**src/upe_pkg.sv**
```systemverilog
// ============================================================================
// upe_pkg - shared types, constants and functions of the URL percent encoder
// Holds the byte classification, hex digit lookup and the queue entry type.
// ============================================================================
package upe_pkg;

    localparam int QUEUE_DEPTH = 4;

    // Unreserved bytes, one bit per byte code, byte 0 in bit 0
    localparam logic [255:0] UNRESERVED_MAP = {
        32'h0000_0000, 32'h0000_0000, 32'h0000_0000, 32'h0000_0000,
        32'h07FF_FFFE, 32'h87FF_FFFE, 32'h03FF_6382, 32'h0000_0000
    };

    localparam logic [7:0] CH_PERCENT = 8'h25;
    localparam logic [7:0] CH_SLASH   = 8'h2F;
    localparam logic [7:0] CH_QUEST   = 8'h3F;
    localparam logic [7:0] CH_AMP     = 8'h26;
    localparam logic [7:0] CH_EQUAL   = 8'h3D;

    localparam logic [1:0] MODE_PLAIN = 2'd0;
    localparam logic [1:0] MODE_SLASH = 2'd2;

    // One queued operation: a byte to pass or to escape
    typedef struct packed {
        logic [7:0] data;
        logic       esc;
        logic       last;
    } upe_op_t;

    typedef struct packed {
        logic pass;
        logic set_query;
    } upe_cls_t;

    typedef enum logic {
        FE_TAKE,
        FE_FLUSH
    } fe_state_t;

    typedef enum logic [1:0] {
        PH_FIRST,
        PH_HIGH,
        PH_LOW
    } ph_t;

    function automatic logic upe_is_hex(input logic [7:0] c);
        return ((c >= 8'h30) && (c <= 8'h39)) ||
               ((c >= 8'h41) && (c <= 8'h46)) ||
               ((c >= 8'h61) && (c <= 8'h66));
    endfunction

    function automatic logic [7:0] upe_hex_digit(input logic [3:0] n);
        return (n < 4'd10) ? (8'h30 + {4'h0, n}) : (8'h37 + {4'h0, n});
    endfunction

    function automatic upe_cls_t upe_classify(
        input logic [7:0] c,
        input logic       ahead,
        input logic [7:0] a1,
        input logic [7:0] a2,
        input logic       path,
        input logic       qseen
    );
        upe_cls_t r;
        r.pass      = 1'b0;
        r.set_query = 1'b0;
        if (UNRESERVED_MAP[c]) begin
            r.pass = 1'b1;
        end else if (path && (c == CH_SLASH)) begin
            r.pass = 1'b1;
        end else if (path && ahead && (c == CH_PERCENT) &&
                     upe_is_hex(a1) && upe_is_hex(a2)) begin
            r.pass = 1'b1;
        end else if ((c == CH_QUEST) && !qseen) begin
            r.pass      = 1'b1;
            r.set_query = 1'b1;
        end else if (((c == CH_AMP) || (c == CH_EQUAL)) && qseen) begin
            r.pass = 1'b1;
        end
        return r;
    endfunction

endpackage

```
**src/upe_queue.sv**
```systemverilog
// ============================================================================
// upe_queue - operation queue between classifier and expander
// Small register queue; push and pop may happen in the same cycle.
// ============================================================================
module upe_queue #(
    parameter int DEPTH = upe_pkg::QUEUE_DEPTH
) (
    input  logic              aclk,
    input  logic              aresetn,
    input  logic              push_valid,
    output logic              push_ready,
    input  upe_pkg::upe_op_t  push_op,
    output logic              pop_valid,
    input  logic              pop_ready,
    output upe_pkg::upe_op_t  pop_op
);
    import upe_pkg::*;

    localparam int PTR_W = (DEPTH > 1) ? $clog2(DEPTH) : 1;
    localparam int CNT_W = $clog2(DEPTH + 1);

    upe_op_t          entry_reg [DEPTH];
    logic [PTR_W-1:0] wr_ptr_reg, wr_ptr_next;
    logic [PTR_W-1:0] rd_ptr_reg, rd_ptr_next;
    logic [CNT_W-1:0] count_reg, count_next;
    logic             do_push, do_pop;

    assign push_ready = (count_reg != CNT_W'(DEPTH));
    assign pop_valid  = (count_reg != '0);
    assign pop_op     = entry_reg[rd_ptr_reg];
    assign do_push    = push_valid && push_ready;
    assign do_pop     = pop_valid && pop_ready;

    always_comb begin
        wr_ptr_next = wr_ptr_reg;
        rd_ptr_next = rd_ptr_reg;
        if (do_push) begin
            wr_ptr_next = (wr_ptr_reg == PTR_W'(DEPTH - 1)) ? '0 : wr_ptr_reg + 1'b1;
        end
        if (do_pop) begin
            rd_ptr_next = (rd_ptr_reg == PTR_W'(DEPTH - 1)) ? '0 : rd_ptr_reg + 1'b1;
        end
        count_next = count_reg + CNT_W'(do_push) - CNT_W'(do_pop);
    end

    always_ff @(posedge aclk) begin
        if (!aresetn) begin
            wr_ptr_reg <= '0;
            rd_ptr_reg <= '0;
            count_reg  <= '0;
        end else begin
            wr_ptr_reg <= wr_ptr_next;
            rd_ptr_reg <= rd_ptr_next;
            count_reg  <= count_next;
        end
    end

    always_ff @(posedge aclk) begin
        if (do_push) begin
            entry_reg[wr_ptr_reg] <= push_op;
        end
    end

    a_no_overflow: assert property (@(posedge aclk) disable iff (!aresetn)
        count_reg <= CNT_W'(DEPTH))
        else $error("queue occupancy exceeds depth");

endmodule

```
**src/upe_front.sv**
```systemverilog
// ============================================================================
// upe_front - input side of the URL percent encoder
// Hold the two-byte lookahead, judge each byte and queue pass/escape ops.
// ============================================================================
module upe_front (
    input  logic              aclk,
    input  logic              aresetn,
    input  logic              in_valid,
    output logic              in_ready,
    input  logic [7:0]        in_char,
    input  logic              in_present,
    input  logic              in_last,
    input  logic [1:0]        in_mode,
    output logic              push_valid,
    input  logic              push_ready,
    output upe_pkg::upe_op_t  push_op
);
    import upe_pkg::*;

    fe_state_t  state_reg, state_next;
    logic [7:0] win0_reg, win0_next;
    logic [7:0] win1_reg, win1_next;
    logic [1:0] cnt_reg, cnt_next;
    logic       query_reg, query_next;
    logic [7:0] buf0_reg, buf0_next;
    logic [7:0] buf1_reg, buf1_next;
    logic [7:0] buf2_reg, buf2_next;
    logic [1:0] fcnt_reg, fcnt_next;
    logic [1:0] k_reg, k_next;
    logic [1:0] fmode_reg, fmode_next;

    logic       accept;
    logic       byte_avail;
    logic       last_byte;
    logic       slash;
    logic       flush_done;
    logic [7:0] sel_char;
    logic       sel_ahead;
    logic [7:0] sel_a1, sel_a2;
    logic       sel_path;
    upe_cls_t   cls;

    // Next state
    always_comb begin
        state_next = state_reg;
        case (state_reg)
            FE_TAKE: begin
                if (accept && in_last) begin
                    state_next = FE_FLUSH;
                end
            end
            FE_FLUSH: begin
                if (flush_done) begin
                    state_next = FE_TAKE;
                end
            end
            default: state_next = FE_TAKE;
        endcase
    end

    // Outputs and classification
    always_comb begin
        in_ready   = 1'b0;
        byte_avail = (k_reg < fcnt_reg);
        last_byte  = (k_reg == (fcnt_reg - 2'd1));
        slash      = (fmode_reg == MODE_SLASH);
        sel_char   = win0_reg;
        sel_ahead  = 1'b1;
        sel_a1     = win1_reg;
        sel_a2     = in_char;
        sel_path   = (in_mode != MODE_PLAIN);
        push_valid = 1'b0;
        flush_done = 1'b0;
        case (state_reg)
            FE_TAKE: begin
                in_ready   = push_ready;
                push_valid = in_valid && in_present && !in_last && (cnt_reg == 2'd2);
            end
            FE_FLUSH: begin
                case (k_reg)
                    2'd0:    sel_char = buf0_reg;
                    2'd1:    sel_char = buf1_reg;
                    default: sel_char = buf2_reg;
                endcase
                sel_ahead  = (k_reg == 2'd0) && (fcnt_reg == 2'd3);
                sel_a1     = buf1_reg;
                sel_a2     = buf2_reg;
                sel_path   = (fmode_reg != MODE_PLAIN);
                push_valid = byte_avail || slash;
                if (byte_avail) begin
                    flush_done = push_ready && last_byte && !slash;
                end else begin
                    flush_done = !slash || push_ready;
                end
            end
            default: ;
        endcase
        cls = upe_classify(sel_char, sel_ahead, sel_a1, sel_a2, sel_path, query_reg);
        if ((state_reg == FE_FLUSH) && !byte_avail) begin
            push_op.data = CH_SLASH;
            push_op.esc  = 1'b0;
            push_op.last = 1'b1;
        end else begin
            push_op.data = sel_char;
            push_op.esc  = !cls.pass;
            push_op.last = (state_reg == FE_FLUSH) && last_byte && !slash;
        end
    end

    assign accept = in_valid && in_ready;

    // Register next values
    always_comb begin
        win0_next  = win0_reg;
        win1_next  = win1_reg;
        cnt_next   = cnt_reg;
        query_next = query_reg;
        buf0_next  = buf0_reg;
        buf1_next  = buf1_reg;
        buf2_next  = buf2_reg;
        fcnt_next  = fcnt_reg;
        k_next     = k_reg;
        fmode_next = fmode_reg;
        if (accept && in_last) begin
            buf0_next  = win0_reg;
            buf1_next  = win1_reg;
            buf2_next  = 8'h00;
            if (in_present) begin
                case (cnt_reg)
                    2'd0:    buf0_next = in_char;
                    2'd1:    buf1_next = in_char;
                    default: buf2_next = in_char;
                endcase
            end
            fcnt_next  = cnt_reg + {1'b0, in_present};
            k_next     = 2'd0;
            fmode_next = in_mode;
            cnt_next   = 2'd0;
        end else if (accept && in_present) begin
            if (cnt_reg == 2'd2) begin
                // window full: oldest byte was queued, shift in the new one
                win0_next = win1_reg;
                win1_next = in_char;
                if (cls.set_query) begin
                    query_next = 1'b1;
                end
            end else begin
                if (cnt_reg == 2'd0) begin
                    win0_next = in_char;
                end else begin
                    win1_next = in_char;
                end
                cnt_next = cnt_reg + 2'd1;
            end
        end
        if ((state_reg == FE_FLUSH) && byte_avail && push_ready) begin
            k_next = k_reg + 2'd1;
            if (cls.set_query) begin
                query_next = 1'b1;
            end
        end
        if (flush_done) begin
            query_next = 1'b0;
        end
    end

    always_ff @(posedge aclk) begin
        if (!aresetn) begin
            state_reg <= FE_TAKE;
            cnt_reg   <= 2'd0;
            query_reg <= 1'b0;
            fcnt_reg  <= 2'd0;
            k_reg     <= 2'd0;
            fmode_reg <= MODE_PLAIN;
        end else begin
            state_reg <= state_next;
            cnt_reg   <= cnt_next;
            query_reg <= query_next;
            fcnt_reg  <= fcnt_next;
            k_reg     <= k_next;
            fmode_reg <= fmode_next;
        end
    end

    always_ff @(posedge aclk) begin
        win0_reg <= win0_next;
        win1_reg <= win1_next;
        buf0_reg <= buf0_next;
        buf1_reg <= buf1_next;
        buf2_reg <= buf2_next;
    end

    a_window_bound: assert property (@(posedge aclk) disable iff (!aresetn)
        cnt_reg != 2'd3)
        else $error("lookahead count beyond two");

    a_flush_index: assert property (@(posedge aclk) disable iff (!aresetn)
        (state_reg == FE_FLUSH) |-> (k_reg <= fcnt_reg))
        else $error("flush index ran past held bytes");

endmodule

```
**src/upe_back.sv**
```systemverilog
// ============================================================================
// upe_back - output side of the URL percent encoder
// Expand queued ops into output bytes: one byte, or '%' and two hex digits.
// ============================================================================
module upe_back (
    input  logic              aclk,
    input  logic              aresetn,
    input  logic              pop_valid,
    output logic              pop_ready,
    input  upe_pkg::upe_op_t  pop_op,
    output logic              out_valid,
    input  logic              out_ready,
    output logic [7:0]        out_char,
    output logic              out_last
);
    import upe_pkg::*;

    ph_t        phase_reg, phase_next;
    logic       m_tvalid_reg, m_tvalid_next;
    logic [7:0] m_tdata_reg, m_tdata_next;
    logic       m_tlast_reg, m_tlast_next;

    logic       load;
    logic       take;
    logic       final_byte;
    logic [7:0] emit_char;

    // Outputs of the expander
    always_comb begin
        load       = !m_tvalid_reg || out_ready;
        take       = load && pop_valid;
        emit_char  = pop_op.data;
        final_byte = 1'b1;
        case (phase_reg)
            PH_FIRST: begin
                emit_char  = pop_op.esc ? CH_PERCENT : pop_op.data;
                final_byte = !pop_op.esc;
            end
            PH_HIGH: begin
                emit_char  = upe_hex_digit(pop_op.data[7:4]);
                final_byte = 1'b0;
            end
            PH_LOW: begin
                emit_char  = upe_hex_digit(pop_op.data[3:0]);
                final_byte = 1'b1;
            end
            default: ;
        endcase
        pop_ready = take && final_byte;
    end

    // Next phase
    always_comb begin
        phase_next = phase_reg;
        if (take) begin
            case (phase_reg)
                PH_FIRST: phase_next = final_byte ? PH_FIRST : PH_HIGH;
                PH_HIGH:  phase_next = PH_LOW;
                PH_LOW:   phase_next = PH_FIRST;
                default:  phase_next = PH_FIRST;
            endcase
        end
    end

    always_comb begin
        m_tvalid_next = m_tvalid_reg;
        m_tdata_next  = m_tdata_reg;
        m_tlast_next  = m_tlast_reg;
        if (take) begin
            m_tvalid_next = 1'b1;
            m_tdata_next  = emit_char;
            m_tlast_next  = pop_op.last && final_byte;
        end else if (out_ready) begin
            m_tvalid_next = 1'b0;
        end
    end

    always_ff @(posedge aclk) begin
        if (!aresetn) begin
            phase_reg    <= PH_FIRST;
            m_tvalid_reg <= 1'b0;
        end else begin
            phase_reg    <= phase_next;
            m_tvalid_reg <= m_tvalid_next;
        end
    end

    always_ff @(posedge aclk) begin
        m_tdata_reg <= m_tdata_next;
        m_tlast_reg <= m_tlast_next;
    end

    assign out_valid = m_tvalid_reg;
    assign out_char  = m_tdata_reg;
    assign out_last  = m_tlast_reg;

    a_escape_holds_op: assert property (@(posedge aclk) disable iff (!aresetn)
        (phase_reg != PH_FIRST) |-> pop_valid)
        else $error("escape in progress without an op at queue head");

    a_escape_has_output: assert property (@(posedge aclk) disable iff (!aresetn)
        (phase_reg != PH_FIRST) |-> m_tvalid_reg)
        else $error("escape in progress with empty output register");

endmodule

```
**src/url_percent_encoder_core.sv**
```systemverilog
// ============================================================================
// url_percent_encoder_core - streaming URL percent encoder
// Encode a URL one byte per input item into its percent-encoded form.
// ============================================================================
//
//  Channel  | Ports  | Payload
//  ---------+--------+----------------------------------------------------
//  input    | s_*    | tdata: char_in; tuser: char_present, path_mode;
//           |        | tlast: end_of_string
//  output   | m_*    | tdata: char_out; tlast: last_out
//
//  Flow: an item that is not the last of a string is taken while the op
//  queue has room, so such items go back to back. Each escaped byte is
//  expanded into three output bytes, and the expander sends one byte per
//  cycle while the receiver takes them, so escaped bytes lower the rate.
//  After the last item of a string is taken, the input stays blocked until
//  the front has queued the ops it still holds (held bytes, the item's own
//  byte and, in slash mode, the trailing slash, at most four ops), while the
//  front drains the lookahead window.
//  Reset: aresetn, synchronous, active low; clears window, query flag, queue
//  and output valid. No clearing pass.
//  Stalls: m_tready low holds the output register; the queue lets the front
//  keep taking items until it fills.
//
module url_percent_encoder_core #(
    parameter int QUEUE_DEPTH = upe_pkg::QUEUE_DEPTH
) (
    input  logic       aclk,
    input  logic       aresetn,
    input  logic       s_tvalid,
    output logic       s_tready,
    input  logic [7:0] s_tdata,   // [7:0] char_in
    input  logic [2:0] s_tuser,   // [0] char_present, [2:1] path_mode
    input  logic       s_tlast,   // end_of_string
    output logic       m_tvalid,
    input  logic       m_tready,
    output logic [7:0] m_tdata,   // [7:0] char_out
    output logic       m_tlast    // last_out
);
    import upe_pkg::*;

    logic    push_valid, push_ready;
    upe_op_t push_op;
    logic    pop_valid, pop_ready;
    upe_op_t pop_op;

    // Front: hold lookahead, judge bytes, queue pass or escape ops
    upe_front u_front (
        .aclk       (aclk),
        .aresetn    (aresetn),
        .in_valid   (s_tvalid),
        .in_ready   (s_tready),
        .in_char    (s_tdata),
        .in_present (s_tuser[0]),
        .in_last    (s_tlast),
        .in_mode    (s_tuser[2:1]),
        .push_valid (push_valid),
        .push_ready (push_ready),
        .push_op    (push_op)
    );

    // Queue: decouple classification from expansion
    upe_queue #(
        .DEPTH (QUEUE_DEPTH)
    ) u_queue (
        .aclk       (aclk),
        .aresetn    (aresetn),
        .push_valid (push_valid),
        .push_ready (push_ready),
        .push_op    (push_op),
        .pop_valid  (pop_valid),
        .pop_ready  (pop_ready),
        .pop_op     (pop_op)
    );

    // Back: expand each op into one or three output bytes
    upe_back u_back (
        .aclk      (aclk),
        .aresetn   (aresetn),
        .pop_valid (pop_valid),
        .pop_ready (pop_ready),
        .pop_op    (pop_op),
        .out_valid (m_tvalid),
        .out_ready (m_tready),
        .out_char  (m_tdata),
        .out_last  (m_tlast)
    );

endmodule

```
**config.mk**
```make
export PLATFORM = sky130hd
export DESIGN_NAME = url_percent_encoder_core
export DESIGN_NICKNAME = d
export VERILOG_FILES = /design/src/upe_pkg.sv /design/src/upe_queue.sv /design/src/upe_front.sv /design/src/upe_back.sv /design/src/url_percent_encoder_core.sv
export SDC_FILE = /design/constraint.sdc
export NUM_CORES = 1
export LEC_CHECK = 0
export ABC_AREA = 1
export BUFFER_PORTS_ARGS = -buffer_cell sky130_fd_sc_hd__clkbuf_2
export CAP_MARGIN = 20
export CORE_MARGIN = 10
export CORE_UTILIZATION = 65
export DETAILED_ROUTE_END_ITERATION = 10
export PLACE_DENSITY_LB_ADDON = 0.15
export SYNTH_ARGS = -nofsm -noshare
export SYNTH_HDL_FRONTEND = slang
export SYNTH_SLANG_ARGS = --single-unit
```
**constraint.sdc**
```tcl
create_clock -name aclk -period 4.7 [get_ports aclk]
set_clock_uncertainty 0.05 [all_clocks]
set_input_delay 0.235 -clock aclk [delete_from_list [all_inputs] [get_ports aclk]]
set_output_delay 0.235 -clock aclk [all_outputs]
set_load 0.01 [all_outputs]
```
## After elaboration in Yosys (flattened, before gate mapping)

Memories as Yosys holds them, arrays and structs flattened. A register that Yosys moved wholly into a read port is not among the register bits.
Cells that the tools add are included.
W data, S select, Z words.

| operators by class | value |
|---|---|
| multiplexer cells | 54 |
| bitwise operators | 5 |
| add/subtract/negate cells | 12 |
| equality and inequality tests | 17 |
| $lt $le $gt $ge | 16 |
| reduce and logical (&&, ||, !) cells | 61 |

Operator list:

| operator | number |
|---|---|
| $mux W8 | 13 |
| $eq A8 B6 Y1 const B | 5 |
| $ge A8 B7 Y1 const B | 4 |
| $le A8 B7 Y1 const B | 4 |
| $logic_and A1 B1 Y1 | 32 |
| $add A6 B4 Y7 const A | 4 |
| $mux W1 | 28 |
| $pmux W8 S3 | 1 |
| $ge A8 B6 Y1 const B | 2 |
| $le A8 B6 Y1 const B | 2 |
| $pmux W8 S2 | 1 |
| $eq A2 B2 Y1 const B | 6 |
| $mux W2 | 6 |
| $mux W10 | 1 |
| $lt A8 B9 Y1 const B | 1 |
| $add A2 B1 Y2 const B | 4 |
| $logic_or A1 B1 Y1 | 8 |
| $lt A4 B4 Y1 const B | 2 |
| $reduce_bool A2 Y1 | 4 |
| $logic_not A1 Y1 | 7 |
| $eq A2 B1 Y1 const B | 3 |
| $logic_not A2 Y1 | 3 |
| $pmux W1 S2 | 3 |
| $not A1 Y1 | 5 |
| 14 further kinds | 16 |

| word-level totals | value |
|---|---|
| logic and storage cells | 185 |
| memories kept | 2 |
| output and inout bits | 11 |
| memory bits (writable) | 40 |
| memory bits (read-only) | 256 |
| input port bits | 16 |
| bits in registers | 69 |

Memory list:

| name | depth | bits a word | read ports | clocked after memory_dff | write ports | RTL line | text |
|---|---|---|---|---|---|---|---|
| (no name shown) | 256 | 1 | 1 | 0 | 0 | upe_pkg.sv:68 | `if (UNRESERVED_MAP[c]) begin` |
| u_queue.entry_reg | 4 | 10 | 1 | 1 | 1 | upe_queue.sv:22 | `upe_op_t entry_reg [DEPTH];` |

## Longest topological paths before layout

Gate-level depths: netlist (run 1).

| logic depth | value |
|---|---|
| word-level depth | 16 |
| depth in mapped cells | 18 |
| mapped depth without buffers | 17 |

## By module

From an unflattened synthesis (run 1), not the netlist that was laid out.

| second synthesis, totals | value |
|---|---|
| cells, all modules | 716 |
| area total of the unflattened synthesis | 6,063.3 µm² |

By module, submodules not included:

| module | cells an instance | area each (µm²) | times used | seq. area each (µm²) |
|---|---|---|---|---|
| upe_front | 449 | 3,308.2 | 1 | 1,401.3 |
| upe_queue | 164 | 1,985.7 | 1 | 1,381.3 |
| upe_back | 103 | 769.5 | 1 | 330.3 |

## Least setup slack after synthesis (run 1)

OpenSTA, ideal clock, no wires.

| path | value |
|---|---|
| path kind | register -> register |
| start point | reg u_queue.count_reg[1] |
| end point | reg u_queue.count_reg[2] |
| data arrival time | 2,414 ps |
| clock period less this slack | 2,584 ps |
| data required time | 4,530 ps |
| cell stages (with the launch flop) | 12 |
| library setup time | 120 ps |
| path slack | 2,116 ps |
| path buffers | 0 |
| cell sequence | dfxtp_1 nor2_1 a21oi_1 nand2_2 inv_2 ha_1 inv_1 ha_1 inv_1 fa_1 o21ai_0 a21oi_1 |

| between the ends | value |
|---|---|
| longest elaborated chain between the ends | 5 |
| elaborated cells on any way between the ends | 8 |
| classes of those cells | add/sub: 2; eq/ne: 1; reduce/logical: 5 |

Ends and longest elaborated chain:

| element | RTL line | text |
|---|---|---|
| from (decl) | upe_queue.sv:25 | `logic [CNT_W-1:0] count_reg, count_next;` |
| from (signal assigned) | upe_queue.sv:54 | `count_reg <= count_next;` |
| $reduce_bool A3 Y1 (*) | upe_queue.sv:29 | `assign pop_valid = (count_reg != '0);` |
| $logic_and A1 B1 Y1 | upe_back.sv:31 | `take = load && pop_valid;` |
| $logic_and A1 B1 Y1 | upe_back.sv:49 | `pop_ready = take && final_byte;` |
| $logic_and A1 B1 Y1 (*) | upe_queue.sv:32 | `assign do_pop = pop_valid && pop_ready;` |
| net u_queue.do_pop | upe_queue.sv:26 | `logic do_push, do_pop;` |
| $sub A3 B1 Y3 (*) | upe_queue.sv:43 | `count_next = count_reg + CNT_W'(do_push) - CNT_W'(do_pop);` |

Mark *: on every way through the listed nets, which the timed path passes. The rest lies on a longest branch.
A chain may end at the register's enable or synchronous reset.

==> flow_summary.yaml, run 1 <==
yosys:
  synth_most_common_cell: "nand2_1"
  dominant_combinational_cell_family_by_area_after_synthesis: "simple AND/OR/NAND/NOR gates"
  yosys_warnings: 0
  async_flop_share: 0
  ys_types: 45
  synth_flop_cell: "edfxtp_1"
  synth_top_area_cell: "edfxtp_1"
  mappedNetlistNets: 747
  synth_compound_gate_area_share: 0.101
  dominant_cells_by_area_after_synthesis: "edfxtp_1, nand2_1, dfxtp_1"
  synth-adder-area-share: 0.0534
  post_synth_and_or_nand_nor_area_fraction: 0.247
  synthMuxAreaShare: 0
  synthCells: 706
  synth_commonest_cells: "nand2_1, edfxtp_1, inv_1"
  synth_edf_count: 89
  synth_top_area_frac: 0.446
  syn_area_per_cell_um2: 8.49
  post_synth_instance_area_um2: 6000
  part_of_the_yosys_area_used_for_sequential_elements: 0.519
  synth-seq-cells: 111
  synthesized_area_fraction_occupied_by_xor_and_xnor_cells: 0.00292
min_path:
  whs_endpoint: "u_front.win1_reg[7]"
  hp-class: "input port to flop"
  min-delay-start: "s_tdata[7]"
  worst_hold_path.num_cells: 1
floorplanning:
  core.rowCount: 34
  dieArea_um2: 13500
  chipWidth_um: 116
  initial_utilization: 0.678
  ios: 27
  die_y_um: 116
  core_region_area_um2: 8850
route:
  detail-route-antenna-nets: 0
  wire_per_inst_um: 15.8
  vias_per_cell: 5.75
  routed_wl_um: 13300
  dr.first_iter.drc_count: 406
  post-route-drc-count: 0
  drt-pass1-iter-count: 5
  route.vias.total: 4827
global_routing:
  global_route.overflow_total: 0
  grt_pass1_vias: 4581
  maximum_number_of_pins_on_one_net_before_global_route_repair: 39
  gr-usage-all-layers: 0.206
  grt_antenna_before_repair: 0
  wire_length_of_the_first_global_routing_pass_um: 22000
sta:
  final_max_slew_viol_count: 0
  hold_ws_ns: -0.00378
  maxSlewHeadroom: 0.325
  layout_worst_path_cycle_share: 0.647
  hold_viol: 1
  timing_worst_slew_pin_value_ns: 1.01
  setup_total_negative_slack_ns: 0
  unrepaired_setup_endpoints_after_global_routing: "no"
  max_clock_freq_ghz: 0.329
  final_setup_violation_count: 0
  min_period_ns: 3.04
cells_and_area:
  layout.nets: 767
  num_antenna_cells: 0
  layout-drive-gt1-share: 0.0999
  area_overhead_of_the_layout_relative_to_synthesis_pct: 6.05
  filler_cell_count: 652
  largest_register_ffs: 40
  stdcell_area_um2: 6360
pwr:
  power_dens_cells_nw_per_um2: 440
  share_seq_of_total_power: 0.474
  power.switching_mw: 1.01
  vdd_ir_drop_max_mv: 0.245
  static-leakage-power_nw: 2.75
  power_report.internal_total_mw: 1.78
  power.switching_fraction: 0.363
  p_comb_frac: 0.319
  clock_power_share: 0.207
  total_power_mw: 2.80
setup_path:
  timing_worst_setup_path_type: "flop to flop"
  cp_cell_sequence: "inv_2 > nand2_1 > nand3_1 > nand2_1 > inv_2 > nand2_1 > nand2_1 > inv_2 > nand2_2 > inv_2 > ha_1 > inv_1 > ha_1 > inv_1 > fa_1 > o21ai_0 > a21oi_1"
  crit_family: "flip-flops"
  cp-end-kind: "flop"
  start_kind: "flop"
  worst_ep_arrival_time_ns: 3.27
  crit_path_top_delay_cell: "dfxtp_1"
  number_of_cells_on_the_worst_reg_to_reg_path: 17
  slowest_delay_ns: 0.78
  worstPathMaxFanout: 22
  r2r_setup_slack_ns: 1.66
  path_buf_inv: 6
  worstPathRequired_ns: 4.93
  timing.rr.end: "u_queue.count_reg[2]"
flow_run:
  cap_violations: 0
clock_tree:
  tritoncts: "built"
  clock_tree.htree_level_count: 3
  clock_tree.buffer_depth: 2
  cts_sinks: 111
  cts.clk_slew.worst_paths_ns: 0.10
  clk_root_buffer_cell: "clkbuf_8"
  numCtsBuffers: 9
  worst_skew_pair.late_latency_ns: 0.39
outcome:
  violated_checks: "hold timing"
  outcome: "complete, but fails checks"
placement:
  place.port_buffers: 26
  dp.final_hpwl_um: 10000
  place_congestion: 0.920
  place_area_um2: 6150
layout by cell type, fill, tap and decap left out, drive strengths merged:
master / instances
nand2: 227
edfxtp: 89
inv: 86
nor2: 71
o21ai: 63
nand3: 44
clkbuf: 37
a21oi: 29
ha: 24
dfxtp: 22
clkinv: 5
nor3: 4
buf: 3
a211oi: 3
nand4: 2
o2111ai: 2
xor2: 2
or2: 2
o21bai: 2
o311ai: 2
nand3b: 1
a32oi: 1
o22ai: 1
o221ai: 1
o31ai: 1
o211ai: 1
or3: 1
o211a: 1
a31oi: 1
fa: 1
bufinv: 1
dlygate4sd3: 1
per-stage QoR:
step,worst slack (ns),std cells,util
finish,1.66,839,0.719
global route,1.37,839,0.719
CTS,1.67,839,0.719
detailed placement,1.70,822,0.695
global placement,1.80,822,0.695
floorplan,2.12,706,-
power by group through the flow:
stage	clock network (mW)	registers (mW)	logic, mW
after global routing	0.615	1.34	1.01
after global placement	0	1.34	0.864
after floorplan	0	1.34	0.642
final	0.579	1.33	0.891
after CTS	0.580	1.32	0.894
after detailed placement	0	1.35	0.888
what timing repair did:
| item | CTS | global route |
|---|---|---|
| endpoints found under the hold margin | 1 | 0 |
| resized for setup | 0 | 0 |
| hold buffers | 1 | 0 |
| setup buffers | 0 | 0 |
worst max-delay path by stage:
stage / start / end / slack (ns) / cells after the start
5_1_grt: flop / u_queue.count_reg[2] / 1.37 / 17
6_report: flop / u_queue.count_reg[2] / 1.66 / 17
3_3_place_gp: flop / u_queue.count_reg[2] / 1.80 / 17
2_1_floorplan: u_queue.count_reg[1] / u_queue.count_reg[2] / 2.12 / 11
3_5_place_dp: u_front.cnt_reg[0] / u_queue.entry_reg[2][5] / 1.70 / 7
4_1_cts: u_front.cnt_reg[0] / u_queue.entry_reg[2][8] / 1.67 / 7
logic make-up after synthesis:
family,count (synthesis)
AOI/OAI and AO/OA,108
xor gates and xnor gates,2
adders and majority gates,25
buffers and inverters,108
DFF,111
and+or+nand+nor,352
final cells by class:
type                    count  area [um2]  area share
flip-flops and latches    111        3110       0.489
multi-input cells         487        2430       0.381
inverters                  87         327      0.0513
repair buffers             30         163      0.0256
well taps                 108         135      0.0212
clock buffers              11         131      0.0207
clock inverters             5        65.1      0.0102
layer usage:
metal	up-vias	track usage	routed length, um
met5	-	0	0
met4	0	0.111	544
met3	46	0.0279	721
met2	191	0.358	6600
met1	2237	0.243	5430
li1	2353	-	-
worst reg2reg max path, cell delays in order, from the launching register on:
cell	delay, ns
dfxtp_1	0.78
inv_2	0.30
nand2_1	0.12
nand3_1	0.07
nand2_1	0.10
inv_2	0.05
nand2_1	0.09
nand2_1	0.09
inv_2	0.08
nand2_2	0.06
inv_2	0.07
ha_1	0.22
inv_1	0.06
ha_1	0.13
inv_1	0.05
fa_1	0.39
o21ai_0	0.19
a21oi_1	0.06
(Power assumes the default switching activity.)
==> inputs of run 2 (changes only) <==
--- a/config.mk
+++ b/config.mk
@@ -9,7 +9,7 @@
 export BUFFER_PORTS_ARGS = -buffer_cell sky130_fd_sc_hd__clkbuf_2
 export CAP_MARGIN = 20
 export CORE_MARGIN = 10
-export CORE_UTILIZATION = 65
+export CORE_UTILIZATION = 62
 export DETAILED_ROUTE_END_ITERATION = 10
 export PLACE_DENSITY_LB_ADDON = 0.15
 export SYNTH_ARGS = -nofsm -noshare
==> constraint.sdc (replaced) <==
create_clock -name aclk -period 2.8 [get_ports aclk]
set_clock_uncertainty 0.05 [all_clocks]
set_input_delay 0.14 -clock aclk [delete_from_list [all_inputs] [get_ports aclk]]
set_output_delay 0.14 -clock aclk [all_outputs]
set_load 0.01 [all_outputs]
==> run 2 against run 1 <==
  * Largest power group unchanged
  * Combinational power rose by 76%
  * Highest routed layer unchanged
  * First-iteration DRC count is 16% lower
  * Non-clock buffer count grew 20
  * The flow now finishes without violations
==> flow_summary.yaml, run 2 (synthesis gave the netlist of run 1 again) <==
outcome:
  outcome: "completed"
pwr:
  vdd_ir_drop_max_mv: 0.311
  static-leakage-power_nw: 2.84
  total_power_mw: 4.67
  power_dens_cells_nw_per_um2: 712
clock_tree:
  cts.clk_slew.worst_paths_ns: 0.10
  clock_tree.htree_level_count: 3
  clk_root_buffer_cell: "clkbuf_8"
  numCtsBuffers: 9
  cts_sinks: 111
  worst_skew_pair.late_latency_ns: 0.37
  tritoncts: "built"
  post_cts_buffers: 0
  clock_tree.buffer_depth: 2
min_path:
  hp-class: "input port to flop"
floorplanning:
  ios: 27
  die_y_um: 118
  core.rowCount: 35
  core_region_area_um2: 9330
  initial_utilization: 0.643
  chipWidth_um: 118
  dieArea_um2: 14000
route:
  drt-pass1-iter-count: 5
  detail-route-antenna-nets: 0
  wire_per_inst_um: 14.7
  routed_wl_um: 12900
  post-route-drc-count: 0
  dr.first_iter.drc_count: 343
  route.vias.total: 4696
  vias_per_cell: 5.34
cells_and_area:
  layout.nets: 787
  area_overhead_of_the_layout_relative_to_synthesis_pct: 9.37
  post_layout_nonfiller_instances: 880
  stdcell_area_um2: 6560
  most-common-layout-cells: "nand2_1, edfxtp_1, inv_1"
  num_antenna_cells: 0
  largest_register_ffs: 40
  layout.cells.most_common: "nand2_1"
  final_util: 0.703
  filler_cell_count: 760
  layout-drive-gt1-share: 0.117
  multi_input_comb_area_um2: 2440
  combined_flip_flop_and_latch_cell_area_um2: 3110
setup_path:
  start_kind: "flop"
  path_buf_inv: 2
  crit_top_cell: "nand2_1"
  cp_cell_sequence: "inv_1 > ha_2 > nand2_1 > o21ai_0 > a211oi_1 > nor2_2 > ha_1 > nand3b_1 > nand2_1 > nand3_1 > nand2_1 > clkinv_1 > nor2_1 > nor2_1"
  worstPathRequired_ns: 2.87
  r2r_setup_slack_ns: 0.20
  worstPathMaxFanout: 11
  slowest_delay_ns: 0.43
  crit_path_top_delay_cell: "dfxtp_1"
  crit_family: "simple AND/OR/NAND/NOR gates"
  timing_worst_setup_path_type: "flop to flop"
  worst_ep_arrival_time_ns: 2.67
  cp-end-kind: "flop"
sta:
  maxSlewHeadroom: 0.551
  max_clock_freq_ghz: 0.385
  unrepaired_setup_endpoints_after_global_routing: "no"
  timing_worst_slew_pin_value_ns: 0.670
  min_period_ns: 2.60
  setup_total_negative_slack_ns: 0
  setup_ws_ns: 0.204
  hold_viol: 0
  final_max_slew_viol_count: 0
  hold_ws_ns: 0.0143
  layout_worst_path_cycle_share: 0.927
  final_setup_violation_count: 0
placement:
  dp_cells: 856
  place.port_buffers: 26
  place_congestion: 0.890
  dp.final_hpwl_um: 9850
  place_area_um2: 6280
  detailedPlace.worstSlack_ns: 0.219
global_routing:
  gr-usage-all-layers: 0.189
  global_route.overflow_total: 0
  maximum_number_of_pins_on_one_net_before_global_route_repair: 27
  wire_length_of_the_first_global_routing_pass_um: 22100
  grt_pass1_vias: 4693
  grt_antenna_before_repair: 0
flow_run:
  cap_violations: 0
==> run 2: worst paths after layout <==
check	from	to	cells past startpoint
max	u_front.k_reg[1]	u_queue.entry_reg[1][1]	14
min	s_tuser[2]	u_front.fmode_reg[1]	3
max reg2reg	u_front.k_reg[1]	u_queue.entry_reg[1][1]	14
min reg2reg	u_queue.rd_ptr_reg[1]	u_queue.rd_ptr_reg[1]	2
==> run 2: report_power, final <==
part / internal, mW / switching (mW)
sequential: 2.08 / 0.117
combinational: 0.522 / 1.05
clock: 0.380 / 0.518
==> run 2: what timing repair did <==
item,CTS,global route
hold endpoints to repair,8,0
endpoints found under the setup margin,0,4
gates resized for setup,0,4
hold buffers,8,0
==> run 2: tightest hold or removal path, stage by stage <==
cell and delay, ns:
clkbuf_2 0.09, o21ai_0 0.07, a21oi_1 0.10
==> run 2: layer usage <==
layer  track usage  routed length, um  share of wire
met1         0.224               5440           0.42
met2         0.334               6660           0.51
met3        0.0276                518          0.040
met4        0.0757                324          0.025
met5             0                  0              0
==> run 2: layout make-up <==
type	count	area share
well taps	129	0.0246
multi-input cells	487	0.373
clock buffers	12	0.0238
inverters	87	0.0498
clock inverters	4	0.00420
repair buffers	50	0.0504
flip-flops and latches	111	0.475
==> inputs of run 3 (changes only) <==
--- a/config.mk
+++ b/config.mk
@@ -12,6 +12,7 @@
 export CORE_UTILIZATION = 62
 export DETAILED_ROUTE_END_ITERATION = 10
 export PLACE_DENSITY_LB_ADDON = 0.15
+export REMOVE_ABC_BUFFERS = 1
 export SYNTH_ARGS = -nofsm -noshare
 export SYNTH_HDL_FRONTEND = slang
 export SYNTH_SLANG_ARGS = --single-unit
==> run 3 against run 2 <==
  * Maximum frequency grew 4.0%
  * Final cell count grew 0.11%
  * Sequential cell count is the same
  * Die area is the same
  * Core utilization grew 0.15 points
  * Power grew 0.48%
  * Clock-buffer cell count shrank 3
==> flow_summary.yaml, run 3 (synthesis gave the netlist of run 1 again) <==
pwr:
  total_power_mw: 4.69
  power_report.internal_total_mw: 2.96
  vdd_ir_drop_max_mv: 0.315
  clock_power_share: 0.201
  share_seq_of_total_power: 0.469
  power.switching_fraction: 0.370
  power.switching_mw: 1.74
  power_dens_cells_nw_per_um2: 714
  p_comb_frac: 0.330
  static-leakage-power_nw: 2.84
clock_tree:
  worst_skew_pair.late_latency_ns: 0.38
  clock_tree.htree_level_count: 3
  cts.clk_slew.worst_paths_ns: 0.11
  clock_tree.buffer_depth: 2
  cts_sinks: 111
  numCtsBuffers: 9
  clk_root_buffer_cell: "clkbuf_8"
  tritoncts: "built"
  post_cts_buffers: 0
setup_path:
  cp_num_cells: 15
  crit_path_top_delay_cell: "dfxtp_1"
  timing.rr.end: "u_queue.entry_reg[2][1]"
  slowest_delay_ns: 0.36
  crit_family: "simple AND/OR/NAND/NOR gates"
  regToRegStartpoint: "u_front.k_reg[1]"
  r2r_setup_slack_ns: 0.30
  worstPathMaxFanout: 10
  cp-end-kind: "flop"
  crit_end: "u_queue.entry_reg[2][1]"
  cp_cell_sequence: "inv_1 > ha_2 > inv_1 > nand2_1 > nor2_1 > o21bai_2 > inv_1 > ha_1 > nand3_2 > nor3_1 > nand2_1 > nand2_1 > a21oi_1 > nand2_1 > nor2_1"
  start_kind: "flop"
  worstPathRequired_ns: 2.94
  path_buf_inv: 3
  crit_top_cell: "nand2_1"
  worst_ep_arrival_time_ns: 2.64
  number_of_cells_on_the_worst_reg_to_reg_path: 15
  timing_worst_setup_path_type: "flop to flop"
  crit_start: "u_front.k_reg[1]"
min_path:
  hp-class: "input port to flop"
route:
  wire_per_inst_um: 14.3
  drt-pass1-iter-count: 5
  dr.first_iter.drc_count: 243
  detail-route-antenna-nets: 0
  post-route-drc-count: 0
  vias_per_cell: 5.37
  route.vias.total: 4732
  routed_wl_um: 12600
sta:
  timing_worst_slew_pin_value_ns: 0.706
  max_clock_freq_ghz: 0.401
  setup_ws_ns: 0.304
  setup_total_negative_slack_ns: 0
  final_setup_violation_count: 0
  min_period_ns: 2.50
  layout_worst_path_cycle_share: 0.892
  hold_viol: 0
  unrepaired_setup_endpoints_after_global_routing: "no"
  final_max_slew_viol_count: 0
  maxSlewHeadroom: 0.528
cells_and_area:
  layout-drive-gt1-share: 0.122
  num_antenna_cells: 0
  area_overhead_of_the_layout_relative_to_synthesis_pct: 9.60
  most-common-layout-cells: "nand2_1, edfxtp_1, inv_1"
  layout.cells.most_common: "nand2_1"
  largest_register_ffs: 40
  final_util: 0.705
  stdcell_area_um2: 6570
  layout.nets: 788
floorplanning:
  core_region_area_um2: 9330
  chipWidth_um: 118
  ios: 27
  core.rowCount: 35
  die_y_um: 118
  dieArea_um2: 14000
  initial_utilization: 0.643
placement:
  detailedPlace.worstSlack_ns: 0.228
  place_congestion: 0.884
  place.port_buffers: 26
  place_area_um2: 6280
  dp.final_hpwl_um: 9490
global_routing:
  grt_antenna_before_repair: 0
  global_route.overflow_total: 0
  maximum_number_of_pins_on_one_net_before_global_route_repair: 27
  gr-usage-all-layers: 0.183
  grt_pass1_vias: 4648
  wire_length_of_the_first_global_routing_pass_um: 21400
outcome:
  outcome: "completed"
flow_run:
  cap_violations: 0
run 3: changes by cell type in the layout (fill, tap and decap cells not counted):
cell	change
clkinv_1	-1
clkinv_8	+2
inv_6	+1
clkbuf_1	-2
ha_2	+1
clkinvlp_4	+2
clkbuf_16	-1
clkinv_4	-1
ha_4	-1
inv_4	-1
inv_8	+1
buf_4	+1
run 3: power groups by stage:
stage | Combinational (mW) | Sequential [mW] | Clock [mW]
after global placement | 1.52 | 2.23 | 0
after detailed placement | 1.54 | 2.24 | 0
after global routing | 1.78 | 2.23 | 1.03
after CTS | 1.56 | 2.20 | 0.960
final | 1.55 | 2.20 | 0.945
after floorplan | 1.00 | 2.28 | 0
run 3: worst min path at each step:
stage,start,end,slack (ns),cells past startpoint
6_report,s_tuser[1],u_front.fmode_reg[0],0.02,3
5_1_grt,s_tuser[1],u_front.fmode_reg[0],0.005,3
4_1_cts,s_tuser[1],u_front.fmode_reg[0],0.005,3
3_5_place_dp,s_tdata[3],u_front.win1_reg[3],0.28,1
3_3_place_gp,s_tdata[7],u_front.win1_reg[7],0.28,1
2_1_floorplan,aresetn,u_queue.count_reg[0],0.18,2
run 3: layout make-up:
cell class | instances | area [um2]
clock buffer | 9 | 124
clock inverter | 7 | 76.3
fill | 740 | 2760
inverter | 87 | 327
multi-input combinational | 487 | 2430
sequential | 111 | 3110
tap | 129 | 161
timing repair buffer | 51 | 338
run 3: metal layers:
layer | up-vias | global-route usage | wire length (um)
met5 | - | 0 | 0
met4 | 0 | 0.0719 | 229
met3 | 19 | 0.0262 | 610
met2 | 136 | 0.331 | 6460
met1 | 2180 | 0.213 | 5320
li1 | 2397 | - | -
run 3: what timing repair did:
| item | 4_1_cts | 5_1_grt |
|---|---|---|
| hold endpoints to repair | 8 | 0 |
| gates resized for setup | 0 | 3 |
| hold buffers | 8 | 0 |
| setup endpoints to repair | 0 | 4 |
run 3: metrics by stage:
stage	cells	hold slack, ns
2_1_floorplan	685	0.183
3_3_place_gp	857	0.285
3_5_place_dp	857	0.284
4_1_cts	881	0.00467
5_1_grt	881	0.00472
6_report	881	0.0181
run 3: worst register-to-register path, delay by kind of cell (launching register included):
family          cells  cell delay, ns
fa+ha+maj           2            0.54
flops               1            0.36
simple gates        8            0.68
buf+inv             3            0.31
compound gates      2            0.38
